`config.mk`:
```
export PLATFORM = sky130hd
export DESIGN_NAME = delimited_field_tokenizer_core
export DESIGN_NICKNAME = d
export VERILOG_FILES = /design/src/rtl/dft_pkg.sv /design/src/rtl/dft_front.sv /design/src/rtl/dft_queue.sv /design/src/rtl/dft_back.sv /design/src/rtl/delimited_field_tokenizer_core.sv
export SDC_FILE = /design/constraint.sdc
export NUM_CORES = 2
export LEC_CHECK = 0
export BUFFER_PORTS_ARGS = -buffer_cell sky130_fd_sc_hd__buf_2
export CELL_PAD_IN_SITES_DETAIL_PLACEMENT = 1
export CELL_PAD_IN_SITES_GLOBAL_PLACEMENT = 1
export CORE_MARGIN = 2
export CORE_UTILIZATION = 45
export DETAILED_ROUTE_END_ITERATION = 10
export PLACE_DENSITY = 0.84
export SLEW_MARGIN = 20
export SYNTH_ARGS = -nofsm -noshare
export SYNTH_HDL_FRONTEND = slang
export SYNTH_SLANG_ARGS = --single-unit
```
`constraint.sdc`:
```
create_clock -name clk -period 12.5 [get_ports clk]
set_input_delay 0.625 -clock clk [delete_from_list [all_inputs] [get_ports clk]]
set_output_delay 0.625 -clock clk [all_outputs]
set_load 0.05 [all_outputs]
```
`src/rtl/dft_pkg.sv`:
```
// ----------------------------------------------------------------------------
// dft_pkg
// Shared types and constants of the delimited field tokenizer.
// ----------------------------------------------------------------------------
package dft_pkg;

  localparam int DEF_OFFSET_BITS = 32;
  localparam int DEF_ROW_BITS    = 24;
  localparam int DEF_COLUMN_BITS = 16;

  localparam int KIND_W = 3;
  localparam int OFF_W  = 32;
  localparam int ROW_W  = 24;
  localparam int COL_W  = 16;

  localparam int CFG_ADDR_W = 5;
  localparam int CFG_DATA_W = 32;

  // register indexes
  localparam logic [2:0] REG_DELIMITER = 3'd0;
  localparam logic [2:0] REG_QUOTE     = 3'd1;
  localparam logic [2:0] REG_COMMENT   = 3'd2;
  localparam logic [2:0] REG_CMT_EN    = 3'd3;
  localparam logic [2:0] REG_BSL_ESC   = 3'd4;
  localparam logic [2:0] REG_DQ_ESC    = 3'd5;
  localparam logic [2:0] REG_SKIP_BLK  = 3'd6;
  localparam logic [2:0] REG_EMPTY_MIS = 3'd7;

  localparam logic [7:0] CH_CR    = 8'd13;
  localparam logic [7:0] CH_LF    = 8'd10;
  localparam logic [7:0] CH_BSL   = 8'd92;
  localparam logic [7:0] CH_NUL   = 8'd0;
  localparam logic [7:0] CH_SPACE = 8'd32;

  // queue between parser and output stage, power of two
  localparam int Q_DEPTH = 4;

  typedef enum logic [KIND_W-1:0] {
    KIND_PLAIN   = 3'd0,
    KIND_QUOTED  = 3'd1,
    KIND_EMPTY   = 3'd2,
    KIND_MISSING = 3'd3,
    KIND_END     = 3'd4
  } tok_kind_t;

  typedef struct packed {
    logic [7:0] data_byte;
    logic       final_byte;
  } in_t;

  typedef struct packed {
    tok_kind_t          token_kind;
    logic [OFF_W-1:0]   start_offset;
    logic [OFF_W-1:0]   end_offset;
    logic [ROW_W-1:0]   row_number;
    logic [COL_W-1:0]   column_number;
    logic               needs_unescape;
    logic               contains_nul;
    logic               last_token;
  } tok_t;

  typedef struct packed {
    logic [7:0] delimiter_byte;
    logic [7:0] quote_byte;
    logic [7:0] comment_byte;
    logic       comment_enable;
    logic       backslash_escapes;
    logic       doubled_quote_escapes;
    logic       skip_blank_rows;
    logic       empty_is_missing;
  } cfg_t;

  localparam cfg_t CFG_RESET = '{
    delimiter_byte:        8'd44,
    quote_byte:            8'd34,
    comment_byte:          8'd35,
    comment_enable:        1'b0,
    backslash_escapes:     1'b0,
    doubled_quote_escapes: 1'b1,
    skip_blank_rows:       1'b1,
    empty_is_missing:      1'b1
  };

  // queue write side: up to two descriptors per byte, slot 1 only with slot 0
  typedef struct packed {
    logic v0;
    logic v1;
    tok_t d0;
    tok_t d1;
  } q_wr_t;

endpackage

```
`src/rtl/dft_front.sv`:
```
// ----------------------------------------------------------------------------
// dft_front
// Parse machine: takes a byte a cycle unless stalled, emits token descriptors.
// ----------------------------------------------------------------------------
module dft_front #(
  parameter int OFFSET_BITS = dft_pkg::DEF_OFFSET_BITS,
  parameter int ROW_BITS    = dft_pkg::DEF_ROW_BITS,
  parameter int COLUMN_BITS = dft_pkg::DEF_COLUMN_BITS
) (
  input  logic           clk,
  input  logic           rst_n,
  input  dft_pkg::cfg_t  cfg,
  input  logic           in_valid,
  input  logic           in_stall,
  input  dft_pkg::in_t   in_data,
  output dft_pkg::q_wr_t q_wr
);
  import dft_pkg::*;

  typedef enum logic [2:0] {
    ST_DELIM, ST_FIELD, ST_STRING, ST_QUOTE,
    ST_STRING_END, ST_ESC_F, ST_ESC_S, ST_COMMENT
  } pstate_t;

  localparam logic [OFFSET_BITS-1:0] OFF_MAX = '1;
  localparam logic [ROW_BITS-1:0]    ROW_MAX = '1;
  localparam logic [COLUMN_BITS-1:0] COL_MAX = '1;
  localparam logic [OFFSET_BITS-1:0] OFF_ONE = OFFSET_BITS'(1);

  pstate_t                state_r, state_nxt;
  logic [OFFSET_BITS-1:0] pos_r, pos_nxt;
  logic [OFFSET_BITS-1:0] ts_r, ts_nxt;
  logic [ROW_BITS-1:0]    row_r, row_nxt;
  logic [COLUMN_BITS-1:0] col_r, col_nxt;
  logic                   sb_r, sb_nxt;
  logic                   sdq_r, sdq_nxt;
  logic                   snul_r, snul_nxt;
  logic                   swl_r, swl_nxt;
  logic                   done_r, done_nxt;

  logic                   take;
  logic [OFFSET_BITS-1:0] pos_inc;
  logic [ROW_BITS-1:0]    row_inc;
  logic [COLUMN_BITS-1:0] col_inc;
  logic                   eol, cmt, bsl, is_delim, is_quote;
  tok_kind_t              empty_kind;
  tok_t                   tok_a, tok_b;
  logic                   va, vb;

  function automatic tok_t mk_tok(tok_kind_t kind, logic [OFFSET_BITS-1:0] s,
                                  logic [OFFSET_BITS-1:0] e, logic esc,
                                  logic nul, logic [ROW_BITS-1:0] row,
                                  logic [COLUMN_BITS-1:0] col);
    tok_t t;
    t.token_kind     = kind;
    t.start_offset   = OFF_W'(s);
    t.end_offset     = OFF_W'(e);
    t.row_number     = ROW_W'(row);
    t.column_number  = COL_W'(col);
    t.needs_unescape = esc;
    t.contains_nul   = nul;
    t.last_token     = 1'b0;
    return t;
  endfunction

  assign take       = in_valid && !in_stall && !done_r;
  assign pos_inc    = (pos_r == OFF_MAX) ? pos_r : pos_r + OFF_ONE;
  assign row_inc    = (row_r == ROW_MAX) ? row_r : row_r + ROW_BITS'(1);
  assign col_inc    = (col_r == COL_MAX) ? col_r : col_r + COLUMN_BITS'(1);
  assign eol        = (in_data.data_byte == CH_CR) || (in_data.data_byte == CH_LF);
  assign cmt        = cfg.comment_enable && (in_data.data_byte == cfg.comment_byte);
  assign bsl        = cfg.backslash_escapes && (in_data.data_byte == CH_BSL);
  assign is_delim   = in_data.data_byte == cfg.delimiter_byte;
  assign is_quote   = in_data.data_byte == cfg.quote_byte;
  assign empty_kind = cfg.empty_is_missing ? KIND_MISSING : KIND_EMPTY;

  always_comb begin
    state_nxt = state_r;
    pos_nxt   = pos_r;
    ts_nxt    = ts_r;
    row_nxt   = row_r;
    col_nxt   = col_r;
    sb_nxt    = sb_r;
    sdq_nxt   = sdq_r;
    snul_nxt  = snul_r;
    swl_nxt   = swl_r;
    done_nxt  = done_r;
    tok_a     = '0;
    tok_b     = '0;
    va        = 1'b0;
    vb        = 1'b0;
    if (take) begin
      pos_nxt = pos_inc;
      if (swl_r) begin
        swl_nxt = 1'b0;
      end
      if (swl_r && in_data.data_byte == CH_LF) begin
        ts_nxt = pos_inc;
      end else begin
        if (in_data.data_byte == CH_NUL) begin
          snul_nxt = 1'b1;
        end
        unique case (state_r) inside
          ST_DELIM: begin
            if (in_data.data_byte == CH_SPACE) begin
              state_nxt = ST_DELIM;
            end else if (eol) begin
              if (!(col_r == '0 && cfg.skip_blank_rows)) begin
                tok_a    = mk_tok(empty_kind, '0, '0, 1'b0, 1'b0, row_r, col_r);
                va       = 1'b1;
                sb_nxt   = 1'b0;
                sdq_nxt  = 1'b0;
                snul_nxt = 1'b0;
                row_nxt  = row_inc;
                col_nxt  = '0;
              end
              ts_nxt  = pos_inc;
              swl_nxt = in_data.data_byte == CH_CR;
            end else if (cmt) begin
              state_nxt = ST_COMMENT;
            end else if (is_delim) begin
              tok_a    = mk_tok(empty_kind, '0, '0, 1'b0, 1'b0, row_r, col_r);
              va       = 1'b1;
              sb_nxt   = 1'b0;
              sdq_nxt  = 1'b0;
              snul_nxt = 1'b0;
              col_nxt  = col_inc;
              ts_nxt   = pos_inc;
            end else if (is_quote) begin
              ts_nxt    = pos_r;
              state_nxt = ST_STRING;
            end else if (bsl) begin
              state_nxt = ST_ESC_F;
            end else begin
              state_nxt = ST_FIELD;
            end
          end
          ST_FIELD: begin
            if (eol || cmt || (!bsl && is_delim)) begin
              tok_a    = mk_tok(KIND_PLAIN, ts_r, pos_r, sb_r, snul_nxt, row_r, col_r);
              va       = 1'b1;
              sb_nxt   = 1'b0;
              sdq_nxt  = 1'b0;
              snul_nxt = 1'b0;
              ts_nxt   = pos_inc;
              if (eol) begin
                row_nxt   = row_inc;
                col_nxt   = '0;
                state_nxt = ST_DELIM;
                swl_nxt   = in_data.data_byte == CH_CR;
              end else begin
                col_nxt   = col_inc;
                state_nxt = cmt ? ST_COMMENT : ST_DELIM;
              end
            end else if (bsl) begin
              state_nxt = ST_ESC_F;
            end
          end
          ST_ESC_F: begin
            sb_nxt    = 1'b1;
            state_nxt = ST_FIELD;
          end
          ST_QUOTE, ST_STRING_END: begin
            if (state_r == ST_QUOTE && is_quote) begin
              sdq_nxt   = 1'b1;
              state_nxt = ST_STRING;
            end else if (eol || cmt || is_delim) begin
              tok_a    = mk_tok(KIND_QUOTED, ts_r + OFF_ONE, pos_r - OFF_ONE,
                                sb_r || sdq_r, snul_nxt, row_r, col_r);
              va       = 1'b1;
              sb_nxt   = 1'b0;
              sdq_nxt  = 1'b0;
              snul_nxt = 1'b0;
              ts_nxt   = pos_inc;
              if (eol) begin
                row_nxt   = row_inc;
                col_nxt   = '0;
                state_nxt = ST_DELIM;
                swl_nxt   = in_data.data_byte == CH_CR;
              end else begin
                col_nxt   = col_inc;
                state_nxt = cmt ? ST_COMMENT : ST_DELIM;
              end
            end else begin
              state_nxt = (state_r == ST_QUOTE) ? ST_STRING : ST_FIELD;
            end
          end
          ST_STRING: begin
            if (is_quote) begin
              state_nxt = cfg.doubled_quote_escapes ? ST_QUOTE : ST_STRING_END;
            end else if (bsl) begin
              state_nxt = ST_ESC_S;
            end
          end
          ST_ESC_S: begin
            sb_nxt    = 1'b1;
            state_nxt = ST_STRING;
          end
          ST_COMMENT: begin
            if (eol) begin
              if (col_r != '0) begin
                row_nxt = row_inc;
                col_nxt = '0;
              end
              ts_nxt    = pos_inc;
              swl_nxt   = in_data.data_byte == CH_CR;
              state_nxt = ST_DELIM;
            end
          end
        endcase
      end
      if (in_data.final_byte) begin
        done_nxt = 1'b1;
        vb       = 1'b1;
        unique case (state_nxt) inside
          ST_DELIM: begin
            if (col_nxt != '0) begin
              tok_b = mk_tok(empty_kind, '0, '0, 1'b0, 1'b0, row_nxt, col_nxt);
            end else begin
              tok_b = mk_tok(KIND_END, '0, '0, 1'b0, 1'b0, row_nxt, col_nxt);
            end
          end
          ST_QUOTE, ST_STRING_END: begin
            tok_b = mk_tok(KIND_QUOTED, ts_nxt + OFF_ONE, pos_r,
                           sb_nxt || sdq_nxt, snul_nxt, row_nxt, col_nxt);
          end
          ST_STRING: begin
            tok_b = mk_tok(KIND_QUOTED, ts_nxt + OFF_ONE, pos_inc,
                           sb_nxt || sdq_nxt, snul_nxt, row_nxt, col_nxt);
          end
          ST_ESC_F, ST_ESC_S: begin
            tok_b = mk_tok(KIND_QUOTED, ts_nxt, pos_r,
                           sb_nxt || sdq_nxt, snul_nxt, row_nxt, col_nxt);
          end
          ST_FIELD: begin
            tok_b = mk_tok(KIND_PLAIN, ts_nxt, pos_inc, sb_nxt, snul_nxt,
                           row_nxt, col_nxt);
          end
          ST_COMMENT: begin
            tok_b = mk_tok(KIND_END, '0, '0, 1'b0, 1'b0, row_nxt, col_nxt);
          end
        endcase
        tok_b.last_token = 1'b1;
        sb_nxt   = 1'b0;
        sdq_nxt  = 1'b0;
        snul_nxt = 1'b0;
      end
    end
  end

  // pack into queue slots in stream order
  always_comb begin
    q_wr.v0 = va || vb;
    q_wr.v1 = va && vb;
    q_wr.d0 = va ? tok_a : tok_b;
    q_wr.d1 = tok_b;
  end

  always_ff @(posedge clk) begin
    if (!rst_n) begin
      state_r <= ST_DELIM;
      pos_r   <= '0;
      ts_r    <= '0;
      row_r   <= '0;
      col_r   <= '0;
      sb_r    <= 1'b0;
      sdq_r   <= 1'b0;
      snul_r  <= 1'b0;
      swl_r   <= 1'b0;
      done_r  <= 1'b0;
    end else begin
      state_r <= state_nxt;
      pos_r   <= pos_nxt;
      ts_r    <= ts_nxt;
      row_r   <= row_nxt;
      col_r   <= col_nxt;
      sb_r    <= sb_nxt;
      sdq_r   <= sdq_nxt;
      snul_r  <= snul_nxt;
      swl_r   <= swl_nxt;
      done_r  <= done_nxt;
    end
  end

endmodule

```
`src/rtl/dft_queue.sv`:
```
// ----------------------------------------------------------------------------
// dft_queue
// Short descriptor queue: up to two writes and one read per cycle.
// ----------------------------------------------------------------------------
module dft_queue (
  input  logic           clk,
  input  logic           rst_n,
  input  dft_pkg::q_wr_t q_wr,
  output logic           q_space,
  output logic           q_valid,
  output dft_pkg::tok_t  q_data,
  input  logic           q_take
);
  import dft_pkg::*;

  localparam int PTR_W = $clog2(Q_DEPTH);
  localparam int CNT_W = $clog2(Q_DEPTH + 1);

  tok_t             mem [Q_DEPTH];
  logic [PTR_W-1:0] wp_r, wp_nxt;
  logic [PTR_W-1:0] rp_r, rp_nxt;
  logic [CNT_W-1:0] cnt_r, cnt_nxt;
  logic [CNT_W-1:0] n_wr;

  assign n_wr    = CNT_W'(q_wr.v0) + CNT_W'(q_wr.v1);
  assign q_space = cnt_r <= CNT_W'(Q_DEPTH - 2);
  assign q_valid = cnt_r != '0;
  assign q_data  = mem[rp_r];

  always_comb begin
    wp_nxt  = wp_r + PTR_W'(n_wr);
    rp_nxt  = q_take ? rp_r + PTR_W'(1) : rp_r;
    cnt_nxt = cnt_r + n_wr - CNT_W'(q_take);
  end

  always_ff @(posedge clk) begin
    if (q_wr.v0) begin
      mem[wp_r] <= q_wr.d0;
    end
    if (q_wr.v1) begin
      mem[wp_r + PTR_W'(1)] <= q_wr.d1;
    end
  end

  always_ff @(posedge clk) begin
    if (!rst_n) begin
      wp_r  <= '0;
      rp_r  <= '0;
      cnt_r <= '0;
    end else begin
      wp_r  <= wp_nxt;
      rp_r  <= rp_nxt;
      cnt_r <= cnt_nxt;
    end
  end

endmodule

```
`src/rtl/dft_back.sv`:
```
// ----------------------------------------------------------------------------
// dft_back
// Output stage: moves descriptors from the queue into the result register.
// ----------------------------------------------------------------------------
module dft_back (
  input  logic          clk,
  input  logic          rst_n,
  input  logic          q_valid,
  input  dft_pkg::tok_t q_data,
  output logic          q_take,
  output logic          out_valid,
  input  logic          out_stall,
  output dft_pkg::tok_t out_data
);
  import dft_pkg::*;

  logic out_valid_r, out_valid_nxt;
  tok_t out_data_r;

  assign q_take        = q_valid && (!out_valid_r || !out_stall);
  assign out_valid_nxt = q_take || (out_valid_r && out_stall);
  assign out_valid     = out_valid_r;
  assign out_data      = out_data_r;

  always_ff @(posedge clk) begin
    if (q_take) begin
      out_data_r <= q_data;
    end
  end

  always_ff @(posedge clk) begin
    if (!rst_n) begin
      out_valid_r <= 1'b0;
    end else begin
      out_valid_r <= out_valid_nxt;
    end
  end

endmodule

```
`src/rtl/delimited_field_tokenizer_core.sv`:
```
// ----------------------------------------------------------------------------
// delimited_field_tokenizer_core
// Splits delimited text into fields; one descriptor per field or stream end.
// ----------------------------------------------------------------------------
// The block takes one byte every cycle while not stalled. The parser writes
// the descriptors of a byte into a four-entry queue, and the output register
// drains it at one descriptor per cycle while the receiver does not stall. A
// byte that closes a field and also ends the stream gives two descriptors,
// both written to the queue together; the input stalls while fewer than two
// queue entries are free. There is no clearing pass after reset.
// Configuration is written through the register port while the block is
// idle: the user is bound to this, as the block itself does not enforce it.
module delimited_field_tokenizer_core #(
  parameter int OFFSET_BITS = dft_pkg::DEF_OFFSET_BITS,
  parameter int ROW_BITS    = dft_pkg::DEF_ROW_BITS,
  parameter int COLUMN_BITS = dft_pkg::DEF_COLUMN_BITS
) (
  input  logic                           clk,
  input  logic                           rst_n,
  input  logic                           in_valid,
  output logic                           in_stall,
  input  dft_pkg::in_t                   in_data,
  output logic                           out_valid,
  input  logic                           out_stall,
  output dft_pkg::tok_t                  out_data,
  input  logic                           psel,
  input  logic                           penable,
  input  logic                           pwrite,
  input  logic [dft_pkg::CFG_ADDR_W-1:0] paddr,
  input  logic [dft_pkg::CFG_DATA_W-1:0] pwdata,
  output logic [dft_pkg::CFG_DATA_W-1:0] prdata,
  output logic                           pready
);
  import dft_pkg::*;

  cfg_t       cfg_r;
  logic       cfg_wr;
  logic [2:0] reg_idx;
  q_wr_t      q_wr;
  logic       q_space, q_valid, q_take;
  tok_t       q_data;

  assign pready   = 1'b1;
  assign cfg_wr   = psel && penable && pwrite && pready;
  assign reg_idx  = paddr[4:2];
  assign in_stall = !q_space;

  always_ff @(posedge clk) begin
    if (!rst_n) begin
      cfg_r <= CFG_RESET;
    end else if (cfg_wr) begin
      unique case (reg_idx)
        REG_DELIMITER: cfg_r.delimiter_byte        <= pwdata[7:0];
        REG_QUOTE:     cfg_r.quote_byte            <= pwdata[7:0];
        REG_COMMENT:   cfg_r.comment_byte          <= pwdata[7:0];
        REG_CMT_EN:    cfg_r.comment_enable        <= pwdata[0];
        REG_BSL_ESC:   cfg_r.backslash_escapes     <= pwdata[0];
        REG_DQ_ESC:    cfg_r.doubled_quote_escapes <= pwdata[0];
        REG_SKIP_BLK:  cfg_r.skip_blank_rows       <= pwdata[0];
        REG_EMPTY_MIS: cfg_r.empty_is_missing      <= pwdata[0];
        default:       cfg_r <= cfg_r;
      endcase
    end
  end

  always_comb begin
    unique case (reg_idx)
      REG_DELIMITER: prdata = CFG_DATA_W'(cfg_r.delimiter_byte);
      REG_QUOTE:     prdata = CFG_DATA_W'(cfg_r.quote_byte);
      REG_COMMENT:   prdata = CFG_DATA_W'(cfg_r.comment_byte);
      REG_CMT_EN:    prdata = CFG_DATA_W'(cfg_r.comment_enable);
      REG_BSL_ESC:   prdata = CFG_DATA_W'(cfg_r.backslash_escapes);
      REG_DQ_ESC:    prdata = CFG_DATA_W'(cfg_r.doubled_quote_escapes);
      REG_SKIP_BLK:  prdata = CFG_DATA_W'(cfg_r.skip_blank_rows);
      REG_EMPTY_MIS: prdata = CFG_DATA_W'(cfg_r.empty_is_missing);
      default:       prdata = '0;
    endcase
  end

  dft_front #(
    .OFFSET_BITS (OFFSET_BITS),
    .ROW_BITS    (ROW_BITS),
    .COLUMN_BITS (COLUMN_BITS)
  ) u_front (
    .clk      (clk),
    .rst_n    (rst_n),
    .cfg      (cfg_r),
    .in_valid (in_valid),
    .in_stall (in_stall),
    .in_data  (in_data),
    .q_wr     (q_wr)
  );

  dft_queue u_queue (
    .clk     (clk),
    .rst_n   (rst_n),
    .q_wr    (q_wr),
    .q_space (q_space),
    .q_valid (q_valid),
    .q_data  (q_data),
    .q_take  (q_take)
  );

  dft_back u_back (
    .clk       (clk),
    .rst_n     (rst_n),
    .q_valid   (q_valid),
    .q_data    (q_data),
    .q_take    (q_take),
    .out_valid (out_valid),
    .out_stall (out_stall),
    .out_data  (out_data)
  );

endmodule

```
==> results.py <==
metrics = {
    "pwr": {
        "p_per_area_nw_per_um2": 188,
        "switching_share": 0.377,
        "internal_power_w": 0.00501,
        "switching_power_w": 0.00304,
        "seq_power_share": 0.404,
        "vdd_drop_max_mv": 0.114,
        "combPwrFrac": 0.301,
        "total_power_w": 0.00805,
        "p_leak_nw": 13.9,
        "clkPwrFrac": 0.296,
    },
    "timing": {
        "finalHoldViolations": 0,
        "rsz0062_at_grt": "no",
        "setup_violations": 0,
        "setup_tns_ns": 0,
        "fmax_ghz": 0.144,
        "period_share": 0.554,
        "fin_hold_ws_ns": 0.247,
        "final.setup_skew_ns": 0.0325,
        "max_slew_margin": 0.221,
        "fin_crit_ns": 6.92,
        "worstMarginPinSlew_ns": 1.16,
        "slew_violations": 0,
    },
    "cts": {
        "ctsResizeCount": 0,
        "cts_tree": "built",
        "clk_latency_ns": 0.64,
        "cts_root_buf": "clkbuf_16",
        "clockBufferDepth": 3,
        "cts.sinks": 699,
        "clk_pin_slew_worst_paths_ns": 0.06,
        "hold_buffers": 0,
        "htree_num_levels": 3,
        "numCtsBuffers": 78,
        "postCtsSetupBuffers": 0,
    },
    "place": {
        "place.gp.congestion": 1.01,
        "port_buffers": 146,
        "place_inst": 4891,
        "dpl_cell_area_um2": 40300,
        "dp_hpwl_um": 94700,
    },
    "detailed_routing": {
        "route.detailed.drc": 0,
        "drt-total-wl_um": 143000,
        "viasPerCell": 6.73,
        "first_pass_iters": 5,
        "wl_per_cell_um": 28.4,
        "drt_iter0_drc": 4118,
        "postRouteAntennaNets": 0,
        "vias": 33900,
    },
    "die": {
        "io_pins": 198,
        "dieArea_um2": 89000,
        "die_y_um": 298,
        "die_x_um": 298,
        "rows": 107,
        "initial_utilization": 0.455,
        "core_area_um2": 85500,
    },
    "synthesis": {
        "yosysSeqAreaShare": 0.500,
        "ys_warn_count": 0,
        "syn_area_per_cell_um2": 10.1,
        "synth_seq_cells": 699,
        "synth-edff-count": 550,
        "synth_async_sr_flop_share": 0,
        "synthFlopType": "edfxtp_1",
        "netlist_top_cells_area": "edfxtp_1 (42%), dfxtp_1 (7.7%), mux4_2 (6.5%), o21ai_0 (5.7%), nand2_1 (4.8%)",
        "yosys.cell_count.top_type": "edfxtp_1",
        "synth_common_cells": "edfxtp_1 (550), nand2_1 (498), o21ai_0 (444)",
        "synth_cell_type_count": 111,
        "synth_top_area_frac": 0.424,
        "yosys.area.top_type": "edfxtp_1",
        "syn-cell-area_um2": 39000,
        "syn-instance-count": 3870,
    },
    "critical_path": {
        "end_kind": "register",
        "rrSetupSlack_ns": 5.58,
        "worstPathArrival_ns": 7.17,
        "cp_max_fo": 58,
        "r2r-start": "u_front.state_r[1]",
        "start_kind": "register",
        "required_ns": 12.75,
        "reg2reg_depth": 13,
        "crit_type": "reg -> reg",
        "reg2reg_to": "u_queue.mem[3][89]",
    },
    "flow_run": {
        "maxCapViolCount": 0,
    },
    "global_routing": {
        "antenna_found_initial": 3,
        "grt_max_degree": 102,
        "grt_pass1_wl_um": 215000,
        "grt_pass1_vias": 34400,
        "track_usage": 0.314,
        "overflow": 0,
    },
    "hold_path": {
        "min_from": "pwdata[3]",
        "worstHoldPathCells": 3,
        "whs_endpoint": "cfg_r[24]",
        "hold_path_class": "in -> reg",
    },
    "cells_and_area": {
        "insertedDiodeCount": 0,
        "fin_cells": 5034,
        "final_nets": 3895,
        "final_layout_size_suffix_gt1_frac": 0.142,
        "syn2layout_area_growth_pct": 10.1,
        "final_area_um2": 42900,
        "n_fill_cell": 9335,
    },
    "outcome": {
        "outcome": "finished clean",
    },
}
## critical path: stages (launching register included)
cell,delay [ns]
dfxtp_1,0.76
nand3b_1,0.33
o21ai_0,0.29
nor2_1,0.20
o211a_4,0.34
nor2_4,0.33
nor2_1,0.13
or2_1,0.39
nor2_4,0.13
buf_4,0.51
inv_1,0.66
ha_1,0.54
a211oi_4,0.92
buf_4,0.89
## worst max path at each step
stage / startpoint / end / slack [ns] / cells past startpoint
after detailed placement: in_data[1] / u_queue.mem[3][93] / 5.29 / 14
after floorplan: in_data[5] / u_queue.mem[1][0] / -0.02 / 16
after CTS: cfg_r[21] / u_queue.mem[3][75] / 5.76 / 13
final: u_front.state_r[1] / u_queue.mem[3][89] / 5.58 / 13
after global placement: in_data[5] / u_queue.mem[3][93] / 5.39 / 14
after global routing: cfg_r[21] / u_queue.mem[1][93] / 5.38 / 13
## state kept, by name, indices dropped and copies added (netlist names)
| name | cells |
|---|---|
| u_queue.mem | 440 |
| u_back.out_data | 110 |
| u_front.pos_r | 32 |
| u_front.ts_r | 32 |
| cfg_r | 29 |
| u_front.row_r | 24 |
| u_front.col_r | 16 |
| u_front.state_r | 3 |
| u_queue.cnt_r | 3 |
| u_queue.rp_r | 2 |
| u_queue.wp_r | 2 |
| u_back.out_valid | 1 |
| u_front.done_r | 1 |
| u_front.sb_r | 1 |
| u_front.sdq_r | 1 |
| u_front.snul_r | 1 |
| u_front.swl_r | 1 |
## layer usage
layer / wire (um) / global-route usage / share of wire
met5: 13 / 0 / 0.000091
met1: 56900 / 0.421 / 0.40
met2: 66000 / 0.494 / 0.46
met3: 14500 / 0.0650 / 0.10
met4: 5790 / 0.133 / 0.040
## layout by cell type (no fill, tap or decap), types with 25 or more instances in the layout
master,count
nor4_1,30
buf_2,146
mux4_2,112
o211ai_1,45
mux2i_1,44
edfxtp_1,550
inv_1,40
and3_1,35
nor3_1,91
nor2b_1,27
o21ai_0,444
dfxtp_1,147
clkbuf_16,86
a211oi_1,46
nor2_1,319
a31oi_1,29
and2_1,34
xor2_1,57
or3_1,43
conb_1,25
o22ai_1,32
nand4_1,46
a21oi_1,233
xnor2_1,48
a22o_1,35
nand2_1,498
buf_4,70
nand3_1,102
## power groups by stage
stage                     clock (W)  combinational [W]  sequential, W
final                       0.00238            0.00242        0.00325
after floorplan                   0            0.00114        0.00386
after global routing        0.00248            0.00253        0.00328
after CTS                   0.00239            0.00241        0.00324
after global placement            0            0.00234        0.00326
after detailed placement          0            0.00240        0.00329
## area by class of cell
class,count,area (um^2),area share
clock buffers,102,2230,0.0520
clock inverters,41,389,0.00907
inverters,41,156,0.00365
multi-input cells,2790,17900,0.418
flip-flops and latches,699,19500,0.455
well taps,1144,1430,0.0334
repair buffers,217,1270,0.0295
## stage by stage
stage / worst slack, ns / util
global route: 5.38 / 0.501
floorplan: -0.0191 / -
detailed placement: 5.29 / 0.471
CTS: 5.76 / 0.501
finish: 5.58 / 0.501
global placement: 5.39 / 0.471
## logic make-up after synthesis
| logic type | share of synthesized area |
|---|---|
| flops | 0.500 |
| other cells | 0.000193 |
| fa+ha+maj | 0.00501 |
| mux | 0.0775 |
| xor+xnor | 0.0238 |
| buf+inv | 0.0457 |
| compound gates | 0.179 |
| simple gates | 0.168 |
Note: power is estimated with default switching activity, not from simulation.
